==> config.mk <==
export PLATFORM = sky130hd
export DESIGN_NAME = utf8_byte_stream_decoder
export DESIGN_NICKNAME = d
export VERILOG_FILES = /design/src/hdl/u8d_pkg.sv /design/src/hdl/utf8_byte_stream_decoder.sv /design/src/hdl/u8d_step.sv
export SDC_FILE = /design/constraint.sdc
export NUM_CORES = 1
export LEC_CHECK = 0
export BUFFER_PORTS_ARGS = -buffer_cell sky130_fd_sc_hd__buf_2
export CAP_MARGIN = 40
export CORE_ASPECT_RATIO = 0.8
export CORE_MARGIN = 2
export CORE_UTILIZATION = 55
export CTS_BUF_LIST = sky130_fd_sc_hd__clkbuf_4 sky130_fd_sc_hd__clkbuf_8 sky130_fd_sc_hd__clkbuf_16
export DETAILED_ROUTE_END_ITERATION = 8
export GPL_ROUTABILITY_DRIVEN = 1
export HOLD_SLACK_MARGIN = 0.08
export PLACE_DENSITY_LB_ADDON = 0.12
export SYNTH_ARGS = -nofsm -noshare
export SYNTH_HDL_FRONTEND = slang
export SYNTH_SLANG_ARGS = --single-unit
==> constraint.sdc <==
create_clock -name clock -period 3.2 [get_ports clock]
set_input_delay 0 -clock clock [delete_from_list [all_inputs] [get_ports clock]]
set_output_delay 0 -clock clock [all_outputs]
set_load 0.1 [all_outputs]
==> src/hdl/u8d_pkg.sv <==
// Shared types and constants for the UTF-8 byte stream decoder.
// No dependencies.
`timescale 1ns / 1ps
`default_nettype none

package u8d_pkg;

   localparam int unsigned CP_WIDTH   = 21;
   localparam int unsigned BYTE_WIDTH = 8;
   localparam int unsigned REM_WIDTH  = 3;

   localparam logic [BYTE_WIDTH-1:0] ASCII_MAX = 8'd127;

   // Decoder state carried from one word to the next.
   typedef struct packed {
      logic [REM_WIDTH-1:0] bytes_remaining;
      logic                 discarding;
      logic [CP_WIDTH-1:0]  accumulator;
   } dec_state_type;

endpackage

`default_nettype wire

==> src/hdl/utf8_byte_stream_decoder.sv <==
// Top level of the UTF-8 byte stream decoder: input register, decode step,
// result register. Depends on u8d_pkg and u8d_step.
`timescale 1ns / 1ps
`default_nettype none

// Takes one string byte per word on req_ and returns a 21-bit code point on
// rsp_ whenever a character completes: ASCII bytes come out as themselves,
// 2..4 byte sequences after their last byte. Continuation bytes are not
// checked; stray continuations, 0xFE and 0xFF are dropped, 5/6 byte
// sequences are swallowed whole, and a zero byte clears any pending
// sequence or skip. Throughput is one byte per cycle unless an emitting
// byte meets a full result register that is not taken. The byte lands in
// the input register when accepted, its code point in the result register
// when the byte advances, which a full result register can stall. The rate
// is set by the state loop through the single decode step, which folds one
// byte per cycle into the state as bytes advance. The result register lets
// a byte with no code point pass while a result waits to be taken.
module utf8_byte_stream_decoder (
   input  wire logic        clock,
   input  wire logic        reset,
   input  wire logic        req_valid,
   output logic             req_ready,
   input  wire logic [7:0]  req_data_byte,
   output logic             rsp_valid,
   input  wire logic        rsp_ready,
   output logic [20:0]      rsp_code_point
);
   import u8d_pkg::*;

   // input register
   logic                  in_valid_ff;
   logic [BYTE_WIDTH-1:0] in_byte_ff;

   // decoder state
   dec_state_type st_ff;
   dec_state_type st_in;

   // result register
   logic                out_valid_ff;
   logic [CP_WIDTH-1:0] out_cp_ff;

   logic                step_emit;
   logic [CP_WIDTH-1:0] step_cp;
   logic                advance;

   u8d_step u_step (
      .state_i    (st_ff),
      .data_byte  (in_byte_ff),
      .state_o    (st_in),
      .emit       (step_emit),
      .code_point (step_cp)
   );

   // a byte moves on unless it emits while the result slot stays full
   assign advance   = in_valid_ff & (~step_emit | ~out_valid_ff | rsp_ready);
   assign req_ready = ~in_valid_ff | advance;

   always_ff @(posedge clock) begin
      if (reset) begin
         in_valid_ff  <= 1'b0;
         out_valid_ff <= 1'b0;
         st_ff        <= '0;
      end else begin
         if (req_ready) begin
            in_valid_ff <= req_valid;
         end
         if (advance) begin
            st_ff <= st_in;
         end
         if (advance & step_emit) begin
            out_valid_ff <= 1'b1;
         end else if (rsp_ready) begin
            out_valid_ff <= 1'b0;
         end
      end
   end

   // payload registers, no reset
   always_ff @(posedge clock) begin
      if (req_ready & req_valid) begin
         in_byte_ff <= req_data_byte;
      end
      if (advance & step_emit) begin
         out_cp_ff <= step_cp;
      end
   end

   assign rsp_valid      = out_valid_ff;
   assign rsp_code_point = out_cp_ff;

`ifndef SYNTHESIS
   // a skip always has bytes left to swallow
   a_disc_has_rem : assert property (@(posedge clock) disable iff (reset)
      st_ff.discarding |-> (st_ff.bytes_remaining != '0))
      else $error("discarding set with no bytes remaining");

   // longest pending run is five bytes
   a_rem_range : assert property (@(posedge clock) disable iff (reset)
      st_ff.bytes_remaining <= 3'd5)
      else $error("bytes_remaining out of range");

   // a terminator returns the decoder to idle
   a_zero_clears : assert property (@(posedge clock) disable iff (reset)
      (advance && in_byte_ff == 8'd0) |=>
         (st_ff.bytes_remaining == '0 && !st_ff.discarding && st_ff.accumulator == '0))
      else $error("zero byte did not clear state");

   // an emitted result never gets overwritten before it is taken
   a_no_overwrite : assert property (@(posedge clock) disable iff (reset)
      (out_valid_ff && !rsp_ready) |-> !(advance && step_emit))
      else $error("result overwritten while stalled");
`endif

endmodule

`default_nettype wire

==> src/hdl/u8d_step.sv <==
// One decode step: next decoder state and optional code point for one byte.
// Depends on u8d_pkg.
`timescale 1ns / 1ps
`default_nettype none

module u8d_step (
   input  wire u8d_pkg::dec_state_type state_i,
   input  wire logic [7:0]             data_byte,
   output u8d_pkg::dec_state_type      state_o,
   output logic                        emit,
   output logic [20:0]                 code_point
);
   import u8d_pkg::*;

   logic [REM_WIDTH-1:0] rem_dec;
   logic [CP_WIDTH-1:0]  acc_shift;

   assign rem_dec   = state_i.bytes_remaining - 3'd1;
   assign acc_shift = {state_i.accumulator[CP_WIDTH-7:0], data_byte[5:0]};

   always_comb begin
      state_o    = state_i;
      emit       = 1'b0;
      code_point = acc_shift;
      if (data_byte == 8'd0) begin
         // terminator: drop everything pending
         state_o = '0;
      end else if (state_i.bytes_remaining != '0) begin
         state_o.bytes_remaining = rem_dec;
         if (state_i.discarding) begin
            state_o.discarding = (rem_dec != '0);
         end else if (rem_dec == '0) begin
            emit                = 1'b1;
            state_o.accumulator = '0;
         end else begin
            state_o.accumulator = acc_shift;
         end
      end else begin
         state_o.discarding = 1'b0;
         if (data_byte <= ASCII_MAX) begin
            emit       = 1'b1;
            code_point = {{(CP_WIDTH-BYTE_WIDTH){1'b0}}, data_byte};
         end else begin
            unique casez (data_byte)
               8'b110?_???? : begin
                  state_o.accumulator     = {{(CP_WIDTH-5){1'b0}}, data_byte[4:0]};
                  state_o.bytes_remaining = 3'd1;
               end
               8'b1110_???? : begin
                  state_o.accumulator     = {{(CP_WIDTH-4){1'b0}}, data_byte[3:0]};
                  state_o.bytes_remaining = 3'd2;
               end
               8'b1111_0??? : begin
                  state_o.accumulator     = {{(CP_WIDTH-3){1'b0}}, data_byte[2:0]};
                  state_o.bytes_remaining = 3'd3;
               end
               8'b1111_10?? : begin
                  state_o.accumulator     = '0;
                  state_o.bytes_remaining = 3'd4;
                  state_o.discarding      = 1'b1;
               end
               8'b1111_110? : begin
                  state_o.accumulator     = '0;
                  state_o.bytes_remaining = 3'd5;
                  state_o.discarding      = 1'b1;
               end
               default : begin
                  // stray continuation, 0xFE, 0xFF: dropped
               end
            endcase
         end
      end
   end

endmodule

`default_nettype wire

Word-level counts from Yosys, hierarchy flattened
Index checks and enable logic that the tools add are counted.
{"block": "op_classes", "addsub": 1, "mul": 0, "n_div": 0, "magnitude_cmp": 1, "n_eq_ne": 7, "n_shift": 0, "muxes": 19, "bitwise_logic": 9, "reduce_logical": 10}
{"cell": "$mux W21", "count": 5}
{"cell": "$pmux W21 S4", "count": 1}
{"cell": "$mux W25", "count": 3}
{"cell": "$pmux W3 S5", "count": 1}
{"cell": "$mux W1", "count": 9}
{"cell": "$le A8 B7 Y1 const B", "count": 1}
{"cell": "$logic_not A8 Y1", "count": 1}
{"cell": "$eq A7 B7 Y1 const B", "count": 1}
{"cell": "$reduce_bool A7 Y1", "count": 1}
{"cell": "$eq A6 B6 Y1 const B", "count": 1}
{"cell": "$reduce_bool A3 Y1", "count": 2}
{"cell": "$reduce_bool A6 Y1", "count": 1}
{"cell": "$eq A5 B5 Y1 const B", "count": 1}
{"cell": "$eq A4 B4 Y1 const B", "count": 1}
{"cell": "$reduce_and A4 Y1", "count": 1}
{"cell": "$and A1 B1 Y1", "count": 3}
{"cell": "$eq A3 B3 Y1 const B", "count": 1}
{"cell": "$logic_not A3 Y1", "count": 1}
{"cell": "$ne A3 B1 Y1 const B", "count": 1}
{"cell": "$ne A3 B2 Y1 const B", "count": 1}
{"cell": "$not A1 Y1", "count": 3}
{"cell": "$or A1 B1 Y1", "count": 3}
{"cell": "$reduce_and A3 Y1", "count": 1}
{"cell": "$sub A3 B1 Y3 const B", "count": 1}
{"cell": "other kinds (2)", "count": 2}
{"block": "totals", "register_bits": 50, "latchBits": 0, "ram_bits": 0, "mem_bits_ro": 0, "output_inout_bits": 23, "elab_cells": 54, "memories": 0}

Logic depth before layout (Yosys ltp)
Gate-level depths: netlist (run 1).
{"block": "depth", "word_depth": 12, "ltp_mapped": 8, "ltp_nobuf": 7}

By module
A second synthesis (run 1) with hierarchy kept.
{"block": "unflattened", "hier_cells": 354, "area_unflattened_um2": 3281.9}
{"module": "utf8_byte_stream_decoder", "n_inst": 1, "cells_each": 148, "area_each_um2": 2104.5, "seq_area_each_um2": 1411.4}
{"module": "u8d_step", "n_inst": 1, "cells_each": 206, "area_each_um2": 1177.4, "seq_area_each_um2": 0.0}

Worst setup path after synthesis (run 1)
Ideal clock, no wire load.
{"block": "synth_path", "kind": "register -> register", "from": "register st_ff[22] (netlist bit)", "to": "register in_valid_ff", "arrival_time_ps": 2383, "path_slack_ps": 726, "stages_incl_launch_ff": 7, "path_buffers": 0, "cell_sequence": "dfxtp_1 -> inv_1 -> ha_1 -> or3b_1 -> a21oi_1 -> nand3_1 -> a21oi_1"}
{"block": "synth_via", "elab_chain_cells": 11}
{"item": "from (decl)", "line_no": "utf8_byte_stream_decoder.sv:35", "rtl": "dec_state_type st_ff;"}
{"item": "from (signal assigned)", "line_no": "utf8_byte_stream_decoder.sv:68", "rtl": "st_ff <= st_in;"}
{"item": "$sub A3 B1 Y3", "line_no": "u8d_step.sv:18", "rtl": "assign rem_dec = state_i.bytes_remaining - 3'd1;"}
{"item": "$logic_not A3 Y1", "line_no": "u8d_step.sv:32", "rtl": "end else if (rem_dec == '0) begin"}
{"item": "$mux W1", "line_no": "u8d_step.sv:32"}
{"item": "$mux W1", "line_no": "u8d_step.sv:30", "rtl": "if (state_i.discarding) begin"}
{"item": "$mux W1 (*)", "line_no": "u8d_step.sv:28", "rtl": "end else if (state_i.bytes_remaining != '0) begin"}
{"item": "$mux W1 (*)", "line_no": "u8d_step.sv:25", "rtl": "if (data_byte == 8'd0) begin"}
{"item": "$not A1 Y1 (*)", "line_no": "utf8_byte_stream_decoder.sv:55", "rtl": "assign advance = in_valid_ff & (~step_emit | ~out_valid_ff | rsp_ready);"}
{"item": "$or A1 B1 Y1 (*) (2 in a row)", "line_no": "utf8_byte_stream_decoder.sv:55"}
{"item": "$and A1 B1 Y1 (*)", "line_no": "utf8_byte_stream_decoder.sv:55"}
{"item": "$or A1 B1 Y1 (*)", "line_no": "utf8_byte_stream_decoder.sv:56", "rtl": "assign req_ready = ~in_valid_ff | advance;"}
{"item": "named net req_ready", "line_no": "utf8_byte_stream_decoder.sv:22", "rtl": "output logic req_ready,"}
{"item": "to (signal assigned)", "line_no": "utf8_byte_stream_decoder.sv:65", "rtl": "in_valid_ff <= req_valid;"}
{"item": "to (decl)", "line_no": "utf8_byte_stream_decoder.sv:31", "rtl": "logic in_valid_ff;"}
The timed path passes the listed nets; every way through them passes the cells marked *.
A chain may end at the register's enable or synchronous reset.

Worst setup path in the final report (run 1)
{"block": "layout_path", "from": "register st_ff[22] (netlist bit)", "to": "register in_valid_ff"}
{"block": "layout_via", "elab_chain_cells": 11}
{"item": "$sub A3 B1 Y3", "line_no": "u8d_step.sv:18"}
{"item": "$logic_not A3 Y1", "line_no": "u8d_step.sv:32"}
{"item": "$mux W1", "line_no": "u8d_step.sv:32"}
{"item": "$mux W1", "line_no": "u8d_step.sv:30"}
{"item": "$mux W1 (*)", "line_no": "u8d_step.sv:28"}
{"item": "$mux W1 (*)", "line_no": "u8d_step.sv:25"}
{"item": "$not A1 Y1 (*)", "line_no": "utf8_byte_stream_decoder.sv:55"}
{"item": "$or A1 B1 Y1 (*) (2 in a row)", "line_no": "utf8_byte_stream_decoder.sv:55"}
{"item": "$and A1 B1 Y1 (*)", "line_no": "utf8_byte_stream_decoder.sv:55"}
{"item": "$or A1 B1 Y1 (*)", "line_no": "utf8_byte_stream_decoder.sv:56"}
Mark *: on every way between the ends. The rest lies on a longest branch, timed or not.

==> results, run 1 <==
- The run finished with clean final reports.
- The max-capacitance violation count is 0.
- The total number of vias is 1,724.
- The number of global-route vias before repair is 1,671.
- Once placement finished, the instance area stood at 2452 µm².
- For this run, the leading register cell type out of synthesis is edfxtp_1.
- The number of rows created at floorplan is 20.
- The signal arrival time at the worst endpoint is 2670 ps.
- The clock tree from TritonCTS is done.
- The Yosys step of the flow raised 0 warnings.
- The buffers inserted during post-CTS setup optimization is 0.
- In the final layout, the multi-input gates occupy 873.3 µm².
- The cell area after layout is 2686 µm².
- The final routed DRC violation total is 0.
- The CTS root buffer is clkbuf_8.
- The number of stages on the worst hold path is 2.
- After clock tree synthesis, the clock-pin slew on the worst setup and hold paths is 80 ps.
- The setup-violating endpoint count in the final report is 0.
- The min-delay analysis places its worst path in the category in2reg.
- By area the synthesized netlist is led by edfxtp_1 (39%), dfxtp_1 (19%), mux2i_1 (6.7%), nand2_1 (5.7%), nor2b_1 (5.1%).
- The wire length per cell is 16.02 µm.
- The power share of the clock group is 32.8%.
- The number of buffers added on ports is 34.
- The most common cell in the synthesized netlist is nand2_1.
- The relative max-transition margin is 43.32%.
- The global-route total usage across every layer is 22.70%.
- The worst vdd rail ir drop is 0.3493 mV.
- Summed over all layers, the routed wires come to 4837 µm.
- The required time of the critical path is 3440 ps.
- The worst setup path is of the reg2reg kind.
- During I/O placement, the number of pins put on the boundary was 35.
- After the first detailed-routing iteration, the DRC count stood at 148.
- The type of element capturing the critical path is a register.
- The detailed-route vias per instance is 5.709.
- The number of iterations in the first detailed-routing pass is 4.
- The final worst slack is 767.0 ps.
- The clock passes through at most 2 buffers.
- Overall power consumption after layout is estimated at 1.338 mW.
- The proportion of netlist area held by the largest area contributor is 39.15%.
- The number of antenna diodes in the final layout is 0.
- The end of the worst register-to-register path is in_valid_ff$_SDFFE_PP0P_.
- After the last flow step, the layout net total stands at 261.
- The initial utilization of the core area, before any placement, comes to 58.10%.
- The total die area is 4573 µm².
- Of the total power, the share spent switching nets is 25.91%.
- The commonest cells after synthesis are nand2_1 (34), edfxtp_1 (29), dfxtp_1 (21).
- The number of synthesized flops with an enable pin is 29.
- Excluding fillers, the count of instances in the completed layout stands at 302.
- The final RePlAce weighted congestion is 0.9289.
- The leftover overflow at the end of global routing is 0.
- Across all register-to-register paths, the minimum setup slack is 770 ps.
- The post-cts resize count is 0.
- The total CTS buffers is 5.
- Synthesis produced 197 cells.
- Across the routed clock network, the largest skew measured is 12.37 ps.
- The post-synthesis cell type count is 39.
- The layout overhead on the synthesized area is 20.75%.
- The wire length of the first global-routing pass is 7603 µm.
- The number of antenna violations at the first check in global routing is 0.
- For this design the ratio of total power to cell area is 498.1 nW/µm².
- The period utilization is 76.03%.
- Summing the sequential cell areas from Yosys gives 58.04% of the chip area.
- The floorplan die height is 60.89 µm.
- The filler cells instantiated in the layout total 289.
- The final max-slew violation count was 0.
- The final HPWL from detailed placement is 3223 µm.
- Entering global routing, the biggest net connects 21 pins.
- The worst slack at placement is 884.6 ps.
- The mean area per synthesized cell is 11.29 µm².
- In this run, flip-flops and latches consume 53.7% of the power.
- The total negative setup slack is 0 ps.
- The net switching component of the power is 0.3467 mW.
- Counting flops with an async set or reset pin after synthesis yields a share of 0%.
- The worst-case reg-to-reg path depth is 7.
- The ratio of cells with drive above 1 in the final layout is 21.05%.
- The hold slack is 419.4 ps.
- The latest clock arrival within the worst-skew pair is 300 ps.
- The horizontal extent of the die is 75.11 µm.
- The placeable core region is 3829 µm².
- The time the worst path needs with I/O delays and setup is 2433 ps.
- The final design utilization is 70.16%.
- Setup repair after global routing left no endpoint under its margin.
- CTS saw 50 sinks.
- The peak clock frequency supported by timing is 411.0 MHz.
- The leakage power total is 1.075 nW.
- STA classifies the critical path startpoint as a register.
- The startpoint of the most critical register-to-register path is st_ff[22]$_SDFFE_PP0P_.
- Once placement completed, the tool counted placed cells totaling 282.
- The cell area after synthesis is 2225 µm².
- Summed over all instances, the cell type with the most area after synthesis is edfxtp_1.
- In this run the worst path has a maximum fanout of 8.
- The count of final hold-check violations was 0.
- The number of nets in the synthesized netlist is 212.
- The transition at the pin with the smallest max-transition slack is 842.4 ps.
- The H-tree generated during clock tree synthesis spans 2 levels.
- The sequential cells in the finished layout cover a total of 1291 µm².
- The internal power summed over all cells is 0.9915 mW.
- Once detail routing completed, the nets flagged for antenna violations numbered 0.
- The post-synthesis sequential element count is 50.
- The worst hold path begins at req_data_byte[7].
- For hold timing, the worst endpoint is in_byte_ff[7]$_DFFE_PP_.
- In this run, the combinational gates consume 13.5% of the power.
==> area by class of cell <==
type,instances,area share [%]
multi-input cells,133,32.51
clock buffers,6,2.841
clock inverters,2,1.397
well taps,55,2.562
inverters,7,0.9781
flip-flops and latches,50,48.07
repair buffers,49,11.64
==> flip-flops by register name (all words and copies together), names as in the netlist <==
name            count
rsp_code_point     21
in_valid_ff         1
in_byte_ff          8
rsp_valid           1
st_ff              19
==> worst max-delay path: stages (launching register included) <==
cell           delay, ps
dfxtp_1              350
inv_1                100
ha_1                 300
or3b_1               450
a21oi_1              280
nand3_1              130
a21oi_1              200
dlygate4sd3_1        580
==> metal layers <==
| metal | wire [µm] | up-vias | track usage (%) |
|---|---|---|---|
| met5 | 0 | - | 0 |
| met4 | 94 | 0 | 7.653 |
| li1 | - | 816 | - |
| met3 | 293 | 14 | 4.983 |
| met1 | 2193 | 808 | 29.67 |
| met2 | 2256 | 86 | 37.84 |
==> cell usage in the layout (no fill, tap or decap), types with 2 or more instances in the layout <==
cell,instances
nor3_1,2
and3_1,2
a21oi_1,10
ha_1,3
dfxtp_1,21
buf_2,34
o21ai_0,6
mux2i_1,15
nand2b_1,3
clkbuf_8,5
nor2b_1,18
a211oi_1,3
or4_4,2
a31oi_1,2
edfxtp_1,29
inv_1,7
dlygate4sd3_1,12
buf_4,3
nor4_1,3
nand3_1,7
nand4_1,3
o2111ai_1,2
o211ai_1,2
nand2_1,34
==> cell families (layout without fill, tap and decap cells) <==
group                    count (synthesis)  after routing  share of synthesized area (%)
buffers and inverters                   14             64                          2.700
AND/OR/NAND/NOR                         81             81                          20.08
multiplexers                            16             16                          7.255
adder cells (fa/ha/maj)                  3              3                          1.687
AO/OA/AOI/OAI                           33             33                          10.24
flip-flops                              50             50                          58.04
==> worst max path at each step <==
| stage | to | start |
|---|---|---|
| detailed placement | rsp_code_point[11]$_DFFE_PP_ | st_ff[22]$_SDFFE_PP0P_ |
| global route | in_valid_ff$_SDFFE_PP0P_ | st_ff[22]$_SDFFE_PP0P_ |
| CTS | in_valid_ff$_SDFFE_PP0P_ | st_ff[22]$_SDFFE_PP0P_ |
| floorplan | in_valid_ff$_SDFFE_PP0P_ | st_ff[22]$_SDFFE_PP0P_ |
| global placement | rsp_code_point[5]$_DFFE_PP_ | st_ff[22]$_SDFFE_PP0P_ |
| finish | in_valid_ff$_SDFFE_PP0P_ | st_ff[22]$_SDFFE_PP0P_ |
==> power groups by stage <==
stage	clock (mW)	combinational, mW	sequential (mW)
after global placement	0	0.164	0.730
after CTS	0.443	0.178	0.717
after global routing	0.465	0.193	0.721
after detailed placement	0	0.167	0.732
final	0.439	0.181	0.718
after floorplan	0	0.0733	0.785
==> what timing repair did <==
action | 4_1_cts | 5_1_grt
hold buffers | 12 | 0
setup endpoints to repair | 0 | 0
endpoints found under the hold margin | 12 | 0
(Power assumes the default switching activity.)
==> inputs of run 2 (changes only) <==
--- a/config.mk
+++ b/config.mk
@@ -5,11 +5,12 @@
 export SDC_FILE = /design/constraint.sdc
 export NUM_CORES = 1
 export LEC_CHECK = 0
+export ABC_AREA = 1
 export BUFFER_PORTS_ARGS = -buffer_cell sky130_fd_sc_hd__buf_2
 export CAP_MARGIN = 40
 export CORE_ASPECT_RATIO = 0.8
 export CORE_MARGIN = 2
-export CORE_UTILIZATION = 55
+export CORE_UTILIZATION = 50
 export CTS_BUF_LIST = sky130_fd_sc_hd__clkbuf_4 sky130_fd_sc_hd__clkbuf_8 sky130_fd_sc_hd__clkbuf_16
 export DETAILED_ROUTE_END_ITERATION = 8
 export GPL_ROUTABILITY_DRIVEN = 1
==> constraint.sdc (replaced) <==
create_clock -name clock -period 2 [get_ports clock]
set_input_delay 0 -clock clock [delete_from_list [all_inputs] [get_ports clock]]
set_output_delay 0 -clock clock [all_outputs]
set_load 0.1 [all_outputs]
==> results, run 2 <==
- The clock transition time at the flip-flop clock pins of the worst setup and hold paths is 80 ps.
- The number of rows created at floorplan is 21.
- The count of cells in the finished layout, fillers not included, comes to 368.
- Counting the buffers created by CTS gives 5.
- The latest clock arrival within the worst-skew pair is 310 ps.
- The count of antenna-violating nets left after detailed routing is 0.
- With fillers left out, the area of the finished cells amounts to 2735 µm².
- The worst pin sits at a relative slew slack of 63.97%.
- The final routed DRC violation total is 0.
- For this block, the routed nets add up to 4266 µm of wire.
- In this run the power density over the cells is 812.7 nW/µm².
- The initial core utilization is 52.29%.
- The number of antenna diodes in the final layout is 0.
- The synthesized design spends more area on one cell type than any other, namely edfxtp_1.
- The type of element launching the critical path is a register.
- The synthesized netlist occupies a cell area of 2212 µm².
- Synthesis inferred 50 register bits.
- Global routing used 19.42% of the available tracks.
- After synthesis, the most frequently instantiated cells are nor2_1 (73), nand2_1 (56), inv_1 (35).
- CTS built an H-tree with a depth of 2.
- The cell count after synthesis is 257.
- The signal arrival time at the worst endpoint is 1850 ps.
- The register with the most flip-flops in the layout has 21 of them.
- The period utilization is 92.71%.
- The origin of the worst min-delay path is req_data_byte[6].
- The transition at the pin with the smallest max-transition slack is 539.9 ps.
- The buffers inserted during post-CTS setup optimization is 0.
- The count of final hold-check violations is 0.
- The final RePlAce weighted congestion is 0.8335.
- The placeable core region is 4230 µm².
- In this run the horizontal extent of the chip is 78.37 µm.
- Clock skew on the completed layout was measured at 6.591 ps.
- The max-capacitance violation count is 0.
- The final HPWL from detailed placement is 2822 µm.
- The critical path class is reg2out.
- The most common cell in the synthesized netlist is nor2_1.
- The most common library cell in the layout ignoring fill and taps is nor2_1.
- The number of buffers added on ports is 34.
- In this run the vertical extent of the chip is 63.50 µm.
- The cell sitting at the root of the clock tree is a clkbuf_8.
- The worst vdd rail ir drop is 0.4643 mV.
- The synthesized net count is 272.
- The final max-slew violation count is 0.
- The total number of vias is 1,704.
- Sorting the synthesized cells by area gives the leading types as edfxtp_1 (39%), dfxtp_1 (19%), nor2_1 (12%), nand2_1 (9.5%), inv_1 (5.9%).
- Among all flip-flop cells after synthesis, the most frequent one is edfxtp_1.
- The critical path goes through inv_1 > ha_1 > nand2_4 > nor2_1 > nand2_4 > nand2_4 > nand3_4 > clkbuf_4.
- The post-synthesis cell type count is 23.
- The share of synthesized flip-flops with an asynchronous set or reset is 0%.
- In the final layout, the share of cells above drive strength 1 is 19.29%.
- The total negative setup slack is 0 ps.
- Summing all placed instances gives a cell area of 2497 µm².
- The number of placed instances, taps included, is 349.
- The number of violations reported at the end of detailed-routing iteration 0 is 124.
- The number of global-route vias before repair is 1,607.
- After global routing the overflow that remains totals 0.
- The maximum fanout encountered on the critical timing path is 9.
- The met1 wire length is 2091 µm.
- From synthesis to final layout, the design area changed by 23.64%.
- The setup-violating endpoint count in the final report is 0.
- The library cells used most frequently in the layout, excluding fill and tap cells, are nor2_1 (73), nand2_1 (56), inv_1 (35), buf_2 (33), edfxtp_1 (29).
- The worst register-to-register path begins at st_ff[22]$_SDFFE_PP0P_.
- Derived from the worst setup path, the maximum achievable clock frequency is 539.3 MHz.
- The clock tree from TritonCTS is done.
- For this design, the slowest cell found on the critical path is dfxtp_1.
- Yosys printed 0 warnings.
- The worst stage delay on the critical path is 320 ps.
- The top layer reached by signal wires is met4.
- Setup repair after global routing left no endpoint under its margin.
- Among the stages of the critical path, the cell type that occurs most often is nand2_4.
- The leakage power total is 1.292 nW.
- Tracing the worst setup path back leads to its startpoint at st_ff[22]$_SDFFE_PP0P_.
- In this run the deepest clock path goes through 2 buffers.
- The wire length on met3 is 232 µm.
- For this run, the register share of the synthesized area comes to 58.37%.
- The die covers 4976 µm².
- Each instance of the synthesized netlist takes up on average 8.607 µm².
- The final net count is 325.
- Dividing the detail-routed via count by the number of cells gives 4.630.
- The detailed route wirelength on metal2 is 1847 µm.
- STA classifies the critical path endpoint as an output pin.
- The number of synthesized flops with an enable pin is 29.
- Entering global routing, the biggest net connects 31 pins.
- The tightest hold path in the finished design has a slack of 402.1 ps.
- The min-delay analysis places its worst path in the category in2reg.
- Clock tree synthesis found a total of 50 sinks.
- The number of antenna violations at the first check in global routing came to 0.
- The total I/O pin count is 35.
- The wire length per cell is 11.59 µm.
- The proportion of netlist area held by the largest area contributor is 39.37%.
- The required time of the critical path is 2000 ps.
- The run finished with clean final reports.
- For this run, the detailed router's first-pass iteration total came to 4.
- The smallest clock period supported by the final layout is computed as 1854 ps.
- The first global-routing pass estimated 7362 µm of wire.
==> run 2: where the power goes <==
group	internal (mW)	switching, mW	total, mW
clock network	0.421	0.325	0.747
registers	1.13	0.0199	1.15
logic	0.0893	0.237	0.327
total	1.64	0.583	2.22
==> run 2: routing by layer <==
| metal | GRT usage (%) | vias to the layer above |
|---|---|---|
| met5 | 0 | - |
| met4 | 8.553 | 0 |
| met3 | 4.011 | 10 |
| met2 | 29.53 | 49 |
| met1 | 26.96 | 748 |
| li1 | - | 897 |
==> run 2: path summary, 6_finish.rpt <==
kind	depth (start not counted)	slack (ps)	to
max reg2reg	9	150	rsp_code_point[13]$_DFFE_PP_
max	8	150	req_ready
min	2	400	in_byte_ff[6]$_DFFE_PP_
min reg2reg	2	470	st_ff[23]$_SDFFE_PP0P_
==> run 2: layout make-up <==
cell class	instances	area, µm²
clock buffer	7	90.09
clock inverter	1	30.03
fill	374	1495
inverter	37	138.9
multi-input combinational	165	759.5
sequential	50	1292
tap	57	71.32
timing repair buffer	51	352.8
==> run 2: cells by family (layout without fill, tap and decap cells) <==
family                   after synthesis  count (layout)  share of synthesized area (%)
AO/OA/AOI/OAI                         11              11                          2.771
adder cells (fa/ha/maj)                3               3                          1.697
buffers and inverters                 42              96                          8.089
flip-flops                            50              50                          58.37
AND/OR/NAND/NOR                      151             151                          29.07
==> run 2: worst max-delay path, delay by kind of cell (launching register included) <==
family,cells,cell delay (ps)
adder cells (fa/ha/maj),1,210
buffers and inverters,2,400
flip-flops,1,320
AND/OR/NAND/NOR,5,620
==> run 2: through the flow <==
step / setup slack (ps) / power, mW / utilization [%]
floorplan: 16.82 / 1.409 / -
global placement: 186.5 / 1.478 / 59.04
detailed placement: 160.3 / 1.480 / 59.04
CTS: 95.00 / 2.229 / 64.48
global route: 14.71 / 2.312 / 64.66
finish: 145.8 / 2.223 / 64.66
==> run 2: repair_timing <==
item,CTS,global route
hold endpoints to repair,13,0
gates resized for setup,0,2
hold buffers,11,0
endpoints found under the setup margin,0,12
